[src/hdl/rnxy_pkg.sv]
// Package for the read name x/y parser.
// Holds the marker text, character codes and the tail weight function.
// No dependencies.
`timescale 1ns / 1ps
`default_nettype none

package rnxy_pkg;

   localparam int MARKER_LEN = 7;
   localparam int TAIL_LEN   = 5;
   localparam int XY_SHIFT   = 12;

   localparam logic [3:0] MIN_LEGACY_LEN = 4'd10;
   localparam logic [1:0] COLON_LIMIT    = 2'd3;

   localparam logic [7:0] CHAR_COLON = 8'h3A;
   localparam logic [7:0] CHAR_ZERO  = 8'h30;
   localparam logic [7:0] CHAR_NINE  = 8'h39;
   localparam logic [7:0] CHAR_UP_A  = 8'h41;
   localparam logic [7:0] CHAR_UP_Z  = 8'h5A;
   localparam logic [7:0] CASE_GAP   = 8'h20;

   typedef logic [7:0] char_type;
   typedef logic [2:0] marker_pos_type;

   localparam char_type MARKER_TEXT [MARKER_LEN] = '{
      8'h49, 8'h4F, 8'h4E, 8'h50, 8'h47, 8'h4D, 8'h5F
   };

   // base-36 weight of one tail character: digits weigh 26..35, others c - 'a'
   function automatic logic signed [8:0] tail_weight(input char_type c);
      char_type lc;
      logic signed [8:0] w;
      lc = c;
      if (c inside {[CHAR_UP_A:CHAR_UP_Z]}) begin
         lc = c + CASE_GAP;
      end
      if (lc inside {[CHAR_ZERO:CHAR_NINE]}) begin
         w = 9'sd26 + $signed({1'b0, lc - CHAR_ZERO});
      end else begin
         w = $signed({1'b0, lc}) - 9'sd97;
      end
      return w;
   endfunction

endpackage

`default_nettype wire

[src/hdl/rnxy_if.sv]
// Request and response channel interfaces of the read name x/y parser.
// Depends on nothing.
`timescale 1ns / 1ps
`default_nettype none

interface rnxy_req_if;
   logic       valid;
   logic       ready;
   logic [7:0] char_code;
   logic       last_char;

   modport source (output valid, output char_code, output last_char, input ready);
   modport sink   (input valid, input char_code, input last_char, output ready);
endinterface

interface rnxy_rsp_if;
   logic               valid;
   logic               ready;
   logic               found;
   logic signed [31:0] x_pos;
   logic signed [31:0] y_pos;

   modport source (output valid, output found, output x_pos, output y_pos, input ready);
   modport sink   (input valid, input found, input x_pos, input y_pos, output ready);
endinterface

`default_nettype wire

[src/hdl/read_name_xy_parser.sv]
// Read name x/y parser, top level.
// Depends on rnxy_pkg and the channel interfaces in rnxy_if.sv.
//
// Usage:
//   req_chan carries one character of a read name per request, with last_char
//   set on the final character. rsp_chan carries one response per name: found,
//   x_pos and y_pos, taken when the name's final request is accepted.
//   Colon format: y is the decimal field ending at the second colon, x the
//   field after it. Legacy format: a name holding the marker, ten or more
//   characters long, decodes its last five characters as base 36.
// Throughput: one request per cycle while rsp_chan takes responses, without gaps between names.
// Pipeline: accepting the final request updates the per-name state and captures it
//   in the capture stage; the response register then takes the base-36 sum and the
//   split by 4096.
// Reset: synchronous, clears all per-name state and both valid flags.
// Stall: while rsp_chan is held, the capture stage fills and req_chan.ready
//   drops; a name in progress keeps its state.
`timescale 1ns / 1ps
`default_nettype none

module read_name_xy_parser (
   input  wire logic     clock,
   input  wire logic     reset,
   rnxy_req_if.sink      req_chan,
   rnxy_rsp_if.source    rsp_chan
);

   // per-name state
   logic [1:0]                 colon_cnt_ff, colon_cnt_in;
   logic [31:0]                accum_ff, accum_in;
   logic [31:0]                ycap_ff, ycap_in;
   rnxy_pkg::marker_pos_type   mpos_ff, mpos_in;
   logic                       seen_ff, seen_in;
   logic [3:0]                 len_ff, len_in;
   rnxy_pkg::char_type         tail_ff [rnxy_pkg::TAIL_LEN];
   rnxy_pkg::char_type         tail_in [rnxy_pkg::TAIL_LEN];

   // capture stage
   logic                       p_valid_ff;
   logic                       p_legacy_ff;
   logic                       p_colon_ok_ff;
   logic                       p_found_ff;
   logic [31:0]                p_x_ff;
   logic [31:0]                p_y_ff;
   rnxy_pkg::char_type         p_tail_ff [rnxy_pkg::TAIL_LEN];

   // response stage
   logic                       o_valid_ff;
   logic                       o_found_ff;
   logic signed [31:0]         o_x_ff, o_y_ff;
   logic                       o_found_in;
   logic signed [31:0]         o_x_in, o_y_in;

   logic                       o_adv;
   logic                       p_adv;
   logic                       accept;
   rnxy_pkg::char_type         c;

   logic signed [31:0]         num;
   logic signed [31:0]         num_adj;
   logic signed [31:0]         quot;

   assign o_adv          = !o_valid_ff || rsp_chan.ready;
   assign req_chan.ready = !p_valid_ff || o_adv;
   assign accept         = req_chan.valid && req_chan.ready;
   assign p_adv          = p_valid_ff && o_adv;
   assign c              = req_chan.char_code;

   always_comb begin
      mpos_in      = mpos_ff;
      seen_in      = seen_ff;
      len_in       = len_ff;
      colon_cnt_in = colon_cnt_ff;
      accum_in     = accum_ff;
      ycap_in      = ycap_ff;

      if (!seen_ff) begin
         if (c == rnxy_pkg::MARKER_TEXT[mpos_ff]) begin
            if (mpos_ff == 3'(rnxy_pkg::MARKER_LEN - 1)) begin
               seen_in = 1'b1;
               mpos_in = '0;
            end else begin
               mpos_in = mpos_ff + 3'd1;
            end
         end else begin
            mpos_in = (c == rnxy_pkg::MARKER_TEXT[0]) ? 3'd1 : 3'd0;
         end
      end

      if (len_ff < rnxy_pkg::MIN_LEGACY_LEN) begin
         len_in = len_ff + 4'd1;
      end

      for (int k = 0; k < rnxy_pkg::TAIL_LEN - 1; k++) begin
         tail_in[k] = tail_ff[k + 1];
      end
      tail_in[rnxy_pkg::TAIL_LEN - 1] = c;

      if (c == rnxy_pkg::CHAR_COLON) begin
         if (colon_cnt_ff == 2'd1) begin
            ycap_in = accum_ff;
         end
         if (colon_cnt_ff != rnxy_pkg::COLON_LIMIT) begin
            colon_cnt_in = colon_cnt_ff + 2'd1;
         end
         accum_in = '0;
      end else if (c inside {[rnxy_pkg::CHAR_ZERO:rnxy_pkg::CHAR_NINE]}) begin
         accum_in = (accum_ff << 3) + (accum_ff << 1) + {24'd0, c - rnxy_pkg::CHAR_ZERO};
      end
   end

   always_ff @(posedge clock) begin
      if (reset) begin
         colon_cnt_ff <= '0;
         accum_ff     <= '0;
         ycap_ff      <= '0;
         mpos_ff      <= '0;
         seen_ff      <= 1'b0;
         len_ff       <= '0;
         for (int k = 0; k < rnxy_pkg::TAIL_LEN; k++) begin
            tail_ff[k] <= '0;
         end
      end else if (accept) begin
         if (req_chan.last_char) begin
            colon_cnt_ff <= '0;
            accum_ff     <= '0;
            ycap_ff      <= '0;
            mpos_ff      <= '0;
            seen_ff      <= 1'b0;
            len_ff       <= '0;
            for (int k = 0; k < rnxy_pkg::TAIL_LEN; k++) begin
               tail_ff[k] <= '0;
            end
         end else begin
            colon_cnt_ff <= colon_cnt_in;
            accum_ff     <= accum_in;
            ycap_ff      <= ycap_in;
            mpos_ff      <= mpos_in;
            seen_ff      <= seen_in;
            len_ff       <= len_in;
            tail_ff      <= tail_in;
         end
      end
   end

   // capture the finished name
   always_ff @(posedge clock) begin
      if (reset) begin
         p_valid_ff <= 1'b0;
      end else if (accept && req_chan.last_char) begin
         p_valid_ff <= 1'b1;
      end else if (p_adv) begin
         p_valid_ff <= 1'b0;
      end
   end

   always_ff @(posedge clock) begin
      if (accept && req_chan.last_char) begin
         p_legacy_ff   <= seen_in;
         p_colon_ok_ff <= (colon_cnt_in == 2'd2);
         p_found_ff    <= seen_in ? (len_in >= rnxy_pkg::MIN_LEGACY_LEN)
                                  : (colon_cnt_in == 2'd2);
         p_x_ff        <= accum_in;
         p_y_ff        <= ycap_in;
         p_tail_ff     <= tail_in;
      end
   end

   // base-36 sum, then split by 4096 truncating toward zero
   always_comb begin
      num = 32'(rnxy_pkg::tail_weight(p_tail_ff[0])) * 32'sd1679616
          + 32'(rnxy_pkg::tail_weight(p_tail_ff[1])) * 32'sd46656
          + 32'(rnxy_pkg::tail_weight(p_tail_ff[2])) * 32'sd1296
          + 32'(rnxy_pkg::tail_weight(p_tail_ff[3])) * 32'sd36
          + 32'(rnxy_pkg::tail_weight(p_tail_ff[4]));
      num_adj = num + (num[31] ? 32'sd4095 : 32'sd0);
      quot    = num_adj >>> rnxy_pkg::XY_SHIFT;

      o_found_in = p_found_ff;
      o_x_in     = '0;
      o_y_in     = '0;
      if (p_found_ff) begin
         if (p_legacy_ff) begin
            o_x_in = quot;
            o_y_in = num - (quot <<< rnxy_pkg::XY_SHIFT);
         end else if (p_colon_ok_ff) begin
            o_x_in = $signed(p_x_ff);
            o_y_in = $signed(p_y_ff);
         end
      end
   end

   always_ff @(posedge clock) begin
      if (reset) begin
         o_valid_ff <= 1'b0;
      end else if (o_adv) begin
         o_valid_ff <= p_valid_ff;
      end
   end

   always_ff @(posedge clock) begin
      if (p_adv) begin
         o_found_ff <= o_found_in;
         o_x_ff     <= o_x_in;
         o_y_ff     <= o_y_in;
      end
   end

   assign rsp_chan.valid = o_valid_ff;
   assign rsp_chan.found = o_found_ff;
   assign rsp_chan.x_pos = o_x_ff;
   assign rsp_chan.y_pos = o_y_ff;

endmodule

`default_nettype wire

[src/flat_wrapper.sv]
// flat-port wrapper written by rule: the top's interface ports become plain ports
module read_name_xy_parser_flat 
  (clock, reset, req_chan_valid, req_chan_char_code, req_chan_last_char, req_chan_ready, rsp_chan_valid, rsp_chan_found, rsp_chan_x_pos, rsp_chan_y_pos, rsp_chan_ready);
  rnxy_req_if req_chan_i ();
  rnxy_rsp_if rsp_chan_i ();
  input  wire logic clock;
  input  wire logic reset;
  input wire logic [$bits(req_chan_i.valid)-1:0] req_chan_valid;
  input wire logic [$bits(req_chan_i.char_code)-1:0] req_chan_char_code;
  input wire logic [$bits(req_chan_i.last_char)-1:0] req_chan_last_char;
  output wire logic [$bits(req_chan_i.ready)-1:0] req_chan_ready;
  output wire logic [$bits(rsp_chan_i.valid)-1:0] rsp_chan_valid;
  output wire logic [$bits(rsp_chan_i.found)-1:0] rsp_chan_found;
  output wire logic [$bits(rsp_chan_i.x_pos)-1:0] rsp_chan_x_pos;
  output wire logic [$bits(rsp_chan_i.y_pos)-1:0] rsp_chan_y_pos;
  input wire logic [$bits(rsp_chan_i.ready)-1:0] rsp_chan_ready;
  assign req_chan_i.valid = req_chan_valid;
  assign req_chan_i.char_code = req_chan_char_code;
  assign req_chan_i.last_char = req_chan_last_char;
  assign req_chan_ready = req_chan_i.ready;
  assign rsp_chan_valid = rsp_chan_i.valid;
  assign rsp_chan_found = rsp_chan_i.found;
  assign rsp_chan_x_pos = rsp_chan_i.x_pos;
  assign rsp_chan_y_pos = rsp_chan_i.y_pos;
  assign rsp_chan_i.ready = rsp_chan_ready;
  read_name_xy_parser u_core (.clock(clock), .reset(reset), .req_chan(req_chan_i), .rsp_chan(rsp_chan_i));
endmodule
[config.mk]
export PLATFORM = sky130hd
export DESIGN_NAME = read_name_xy_parser_flat
export DESIGN_NICKNAME = d
export VERILOG_FILES = /design/src/hdl/rnxy_pkg.sv /design/src/hdl/rnxy_if.sv /design/src/hdl/read_name_xy_parser.sv /design/src/flat_wrapper.sv
export SDC_FILE = /design/constraint.sdc
export NUM_CORES = 1
export LEC_CHECK = 0
export ABC_AREA = 1
export ABC_CLOCK_PERIOD_IN_PS = 26100
export BUFFER_PORTS_ARGS = -buffer_cell sky130_fd_sc_hd__buf_4
export CAP_MARGIN = 25
export CELL_PAD_IN_SITES_DETAIL_PLACEMENT = 2
export CELL_PAD_IN_SITES_GLOBAL_PLACEMENT = 2
export CORE_ASPECT_RATIO = 0.8
export CORE_UTILIZATION = 30
export DETAILED_ROUTE_END_ITERATION = 10
export PLACE_DENSITY = 0.66
export SLEW_MARGIN = 30
export SYNTH_ARGS = -nofsm -noshare
export SYNTH_HDL_FRONTEND = slang
export SYNTH_SLANG_ARGS = --single-unit
[constraint.sdc]
create_clock -name clock -period 26.1 [get_ports clock]
set_input_delay 2.61 -clock clock [delete_from_list [all_inputs] [get_ports clock]]
set_output_delay 2.61 -clock clock [all_outputs]
set_load 0.01 [all_outputs]
==> tab_implementation.tex <==
\begin{tabular}{lr}
\hline
Metric & Value \\
\hline
\multicolumn{2}{l}{\textbf{Clocking}} \\
\quad TritonCTS Buffers & 34 \\
\quad Maximum number of buffers from clock root to sink & 3 \\
\quad Resized cells post-CTS & 0 \\
\quad CTS sink cnt & 280 \\
\quad Number of hold-repair buffers added at the cts stage & 0 \\
\quad CTS tree & done \\
\quad Insertion delay of the later-clocked pin in the worst-skew pair & 0.57 ns \\
\quad CTS H-tree lvls & 2 \\
\quad Clock transition time at the flip-flop clock pins of the worst setup and hold paths & 0.07 ns \\
\quad CTS Root Cell & sky130\_fd\_sc\_hd\_\_clkbuf\_16 \\
\quad Count of buffers added by post-CTS timing repair for setup & 0 \\
\multicolumn{2}{l}{\textbf{Setup path}} \\
\quad Library cell contributing the largest single delay on the critical path & sky130\_fd\_sc\_hd\_\_fa\_1 \\
\quad Kind of start point of the critical path & register \\
\quad Worst R2R Setup Slack & 11.36 ns \\
\quad Category of the critical setup timing path & reg2reg \\
\quad Critical path fanouts, max & 18 \\
\quad Critical path's most frequent cell & sky130\_fd\_sc\_hd\_\_inv\_1 \\
\quad WP data required & 26.37 ns \\
\quad Kind of cell with the highest combined delay on the critical path & adder cells \\
\quad Arrival time at the worst endpoint & 15.00 ns \\
\quad Reg2reg start & u\_core.p\_tail\_ff[25] \\
\quad Buf/Inv on CP & 16 \\
\quad Worst R2R Path Depth & 76 \\
\quad R2r endpoint & u\_core.rsp\_chan.y\_pos[26] \\
\quad CP endpoint kind & register \\
\quad Highest cell delay on the worst timing path & 0.77 ns \\
\multicolumn{2}{l}{\textbf{GRT}} \\
\quad Global-route wire length before repair & 145000 microns \\
\quad Antenna violations before repair & 4 \\
\quad Global-route usage over all layers & 21.2\% \\
\quad Vias in the first global route & 24600 \\
\quad Global-route track usage on met2 & 33.7\% \\
\quad Routing usage on met1 & 31.3\% \\
\quad Global route hottest layer & met2 \\
\quad GR Overflow Total & 0 \\
\quad Grt met3 use & 1.67\% \\
\quad Largest net degree at the start of global routing & 69 \\
\multicolumn{2}{l}{\textbf{Synth}} \\
\quad Number of distinct library cells after synthesis & 62 \\
\quad Synthesized instance count & 3264 \\
\quad Count leader, synth & sky130\_fd\_sc\_hd\_\_nand2\_1 \\
\quad Post-synth EDFFs & 172 \\
\quad Largest area contributor in the synthesized netlist & sky130\_fd\_sc\_hd\_\_edfxtp\_1 \\
\quad \#FFs+latches synth & 280 \\
\quad Share of async-settable or async-resettable flops after synthesis & 0\% \\
\quad Top-area cell type share of the netlist area & 19.9\% \\
\quad Ranking of synthesized cells by area & sky130\_fd\_sc\_hd\_\_edfxtp\_1, sky130\_fd\_sc\_hd\_\_ha\_1, sky130\_fd\_sc\_hd\_\_nand2\_1, sky130\_fd\_sc\_hd\_\_fa\_1, sky130\_fd\_sc\_hd\_\_dfxtp\_1 \\
\quad Commonest cells in the netlist & sky130\_fd\_sc\_hd\_\_nand2\_1, sky130\_fd\_sc\_hd\_\_inv\_1, sky130\_fd\_sc\_hd\_\_ha\_1 \\
\quad Main flop type after synthesis & sky130\_fd\_sc\_hd\_\_edfxtp\_1 \\
\quad Syn Std Cell Area & 26000 sq um \\
\quad Portion of the post-synthesis area used by sequential elements & 28.2\% \\
\quad Mean post-synth cell area & 7.96 sq um \\
\quad Number of nets produced by synthesis & 3725 \\
\quad Warning count from the yosys run & 0 \\
\multicolumn{2}{l}{\textbf{Route}} \\
\quad 1st-iter DRT viols & 1078 \\
\quad DRC violations left & 0 \\
\quad DRT Pass-1 Iters & 5 \\
\quad Routed vias & 22200 \\
\quad Count of nets left with antenna violations after detail routing & 0 \\
\quad Vias per cell & 4.95 \\
\quad Final wirelength & 92300 microns \\
\quad WL per Instance & 20.6 microns \\
\multicolumn{2}{l}{\textbf{Timing}} \\
\quad Number of slew-limit violations in the final report & 0 \\
\quad Period Utilization, post-route & 56.5\% \\
\quad Setup violations, final & 0 \\
\quad Peak clock frequency supported by timing & 67.9 MHz \\
\quad Setup TNS Final & 0 ns \\
\quad Period minus WS final & 14.74 ns \\
\quad Headroom to the max-slew limit & 32.5\% \\
\quad Setup repair after global routing missed its margin & false \\
\quad Skew final & 0.0301 ns \\
\quad Setup slack of the critical path after layout & 11.36 ns \\
\quad Fin Hold WS & 0.437 ns \\
\quad Slew at the pin closest to its max-slew limit & 1.00 ns \\
\quad Final Hold Vio Count & 0 \\
\multicolumn{2}{l}{\textbf{Min path}} \\
\quad Path class of the lowest-slack min-delay path & reg2reg \\
\quad Worst hold endpoint & u\_core.p\_tail\_ff[39] \\
\quad Worst Hold Path Cells & 0 \\
\quad Hold wc startpoint & u\_core.tail\_ff[31] \\
\multicolumn{2}{l}{\textbf{Final layout}} \\
\quad Combined area of the multi-input logic cells & 16200 sq um \\
\quad Fin nets & 3784 \\
\quad Layout area overhead & 11.5\% \\
\quad Filler instances & 9945 \\
\quad Total area of sequential cells & 7330 sq um \\
\quad Post-layout util & 33.8\% \\
\quad Number of diodes added for antenna fixing & 0 \\
\quad Fraction of final layout cells sized beyond drive strength 1 & 8.27\% \\
\multicolumn{2}{l}{\textbf{Placed design}} \\
\quad Buffers on Ports & 79 \\
\quad DPL Wire Length & 75500 microns \\
\quad Global placer's final weighted congestion & 0.850 \\
\quad Worst Setup Slack post-DPL & 11.27 ns \\
\multicolumn{2}{l}{\textbf{Run status}} \\
\quad Result of the run & finished, final reports clean \\
\multicolumn{2}{l}{\textbf{Die}} \\
\quad Floorplan core area & 85800 sq um \\
\quad Area enclosed by the die boundary & 87800 sq um \\
\quad Die Span Y & 265 microns \\
\quad Die Wd & 331 microns \\
\quad Number of placed I/O pins & 80 \\
\quad Starting density of the core & 30.3\% \\
\quad Number of placement rows & 96 \\
\multicolumn{2}{l}{\textbf{Run}} \\
\quad Max-cap viol count & 0 \\
\hline
\end{tabular}
how the worst max path moves through the flow:
| stage | cells past startpoint | slack, ns | end | start |
|---|---|---|---|---|
| finish | 76 | 11.36 | u_core.rsp_chan.y_pos[26] | u_core.p_tail_ff[25] |
| floorplan | 78 | 13.54 | u_core.rsp_chan.y_pos[27] | u_core.p_tail_ff[25] |
| detailed placement | 76 | 11.27 | u_core.rsp_chan.y_pos[26] | u_core.p_tail_ff[25] |
| global placement | 76 | 12.03 | u_core.rsp_chan.y_pos[27] | u_core.p_tail_ff[25] |
| CTS | 76 | 11.24 | u_core.rsp_chan.y_pos[26] | u_core.p_tail_ff[25] |
| global route | 76 | 9.88 | u_core.rsp_chan.y_pos[28] | u_core.p_tail_ff[25] |
registers in the layout, summed over array words and instances, names as in the netlist:
| signal | count |
|---|---|
| u_core.rsp_chan.x_pos | 32 |
| u_core.mpos_ff | 3 |
| u_core.tail_ff | 32 |
| u_core.o_found_in | 1 |
| u_core.p_colon_ok_ff | 1 |
| u_core.p_legacy_ff | 1 |
| u_core.p_y_ff | 32 |
| u_core.rsp_chan.found | 1 |
| u_core.rsp_chan.valid | 1 |
| u_core.p_valid_ff | 1 |
| u_core.seen_ff | 1 |
| u_core.rsp_chan.y_pos | 32 |
| u_core.ycap_ff | 32 |
| u_core.len_ff | 4 |
| u_core.p_tail_ff | 40 |
| u_core.accum_ff | 32 |
| u_core.colon_cnt_ff | 2 |
| u_core.p_x_ff | 32 |
area by class of cell:
type	count	area share, %
Inverter	590	7.65
Multi-Input combinational cell	2323	55.9
Timing Repair Buffer	94	2.45
Sequential cell	280	25.3
Clock inverter	19	0.592
Tap cell	1127	4.87
Clock buffer	43	3.23
cells by family (layout without fill, tap and decap cells):
group	after synthesis	in the layout	synth area share (%)
buffers and inverters	661	746	9.64
DFF	280	280	28.2
and+or+nand+nor	1159	1159	19.4
AOI/OAI and AO/OA	542	542	11.6
adders and majority gates	448	448	25.0
muxes	26	26	1.00
xor gates and xnor gates	148	148	5.19
cells in the final DEF (no fill, tap or decap), types with 7 or more instances in the layout:
cell	synthesis	final
sky130_fd_sc_hd__clkbuf_16	0	34
sky130_fd_sc_hd__buf_4	1	93
sky130_fd_sc_hd__xor2_1	105	105
sky130_fd_sc_hd__nand2_1	683	682
sky130_fd_sc_hd__o211ai_1	17	17
sky130_fd_sc_hd__inv_1	570	570
sky130_fd_sc_hd__o21ai_0	126	126
sky130_fd_sc_hd__o41ai_1	10	10
sky130_fd_sc_hd__nand3_2	11	11
sky130_fd_sc_hd__nor2_1	177	174
sky130_fd_sc_hd__nand3_1	134	134
sky130_fd_sc_hd__or2_2	23	23
sky130_fd_sc_hd__nand4_1	21	21
sky130_fd_sc_hd__nor3b_1	7	7
sky130_fd_sc_hd__dfxtp_1	108	108
sky130_fd_sc_hd__o21ai_1	14	14
sky130_fd_sc_hd__inv_2	17	17
sky130_fd_sc_hd__nand3b_1	8	8
sky130_fd_sc_hd__a21oi_1	308	306
sky130_fd_sc_hd__xnor2_1	36	36
sky130_fd_sc_hd__a31oi_1	7	7
sky130_fd_sc_hd__fa_1	118	118
sky130_fd_sc_hd__nand2_2	28	28
sky130_fd_sc_hd__edfxtp_1	172	172
sky130_fd_sc_hd__nor2_2	15	15
sky130_fd_sc_hd__clkinv_2	0	8
sky130_fd_sc_hd__nor3_1	32	31
sky130_fd_sc_hd__ha_1	330	330
sky130_fd_sc_hd__mux2i_1	26	26
sky130_fd_sc_hd__o21bai_1	12	12
metrics by stage:
stage | instance area [sq um] | instances
CTS | 29000 | 4476
global route | 29000 | 4476
global placement | 27800 | 4414
finish | 29000 | 4476
floorplan | 26000 | 3264
detailed placement | 27900 | 4414
worst reg2reg max path, delay by kind of cell (launching register included):
| family | cells | cell delay (ns) |
|---|---|---|
| flip-flops | 1 | 0.44 |
| buffers and inverters | 16 | 1.58 |
| XOR/XNOR | 1 | 0.27 |
| AND/OR/NAND/NOR | 33 | 4.36 |
| AO/OA/AOI/OAI | 13 | 2.53 |
| adder cells (fa/ha/maj) | 13 | 5.26 |
layer usage:
layer  up-vias  part of all wire (%)
li1      10700                     -
met1     11100                    51
met2       253                    44
met3        84                   2.8
met4         0                   1.8
met5         -                     0
Power is not shown: default switching activity piles up to over one toggle a cycle in this logic, so the estimate is an artifact.
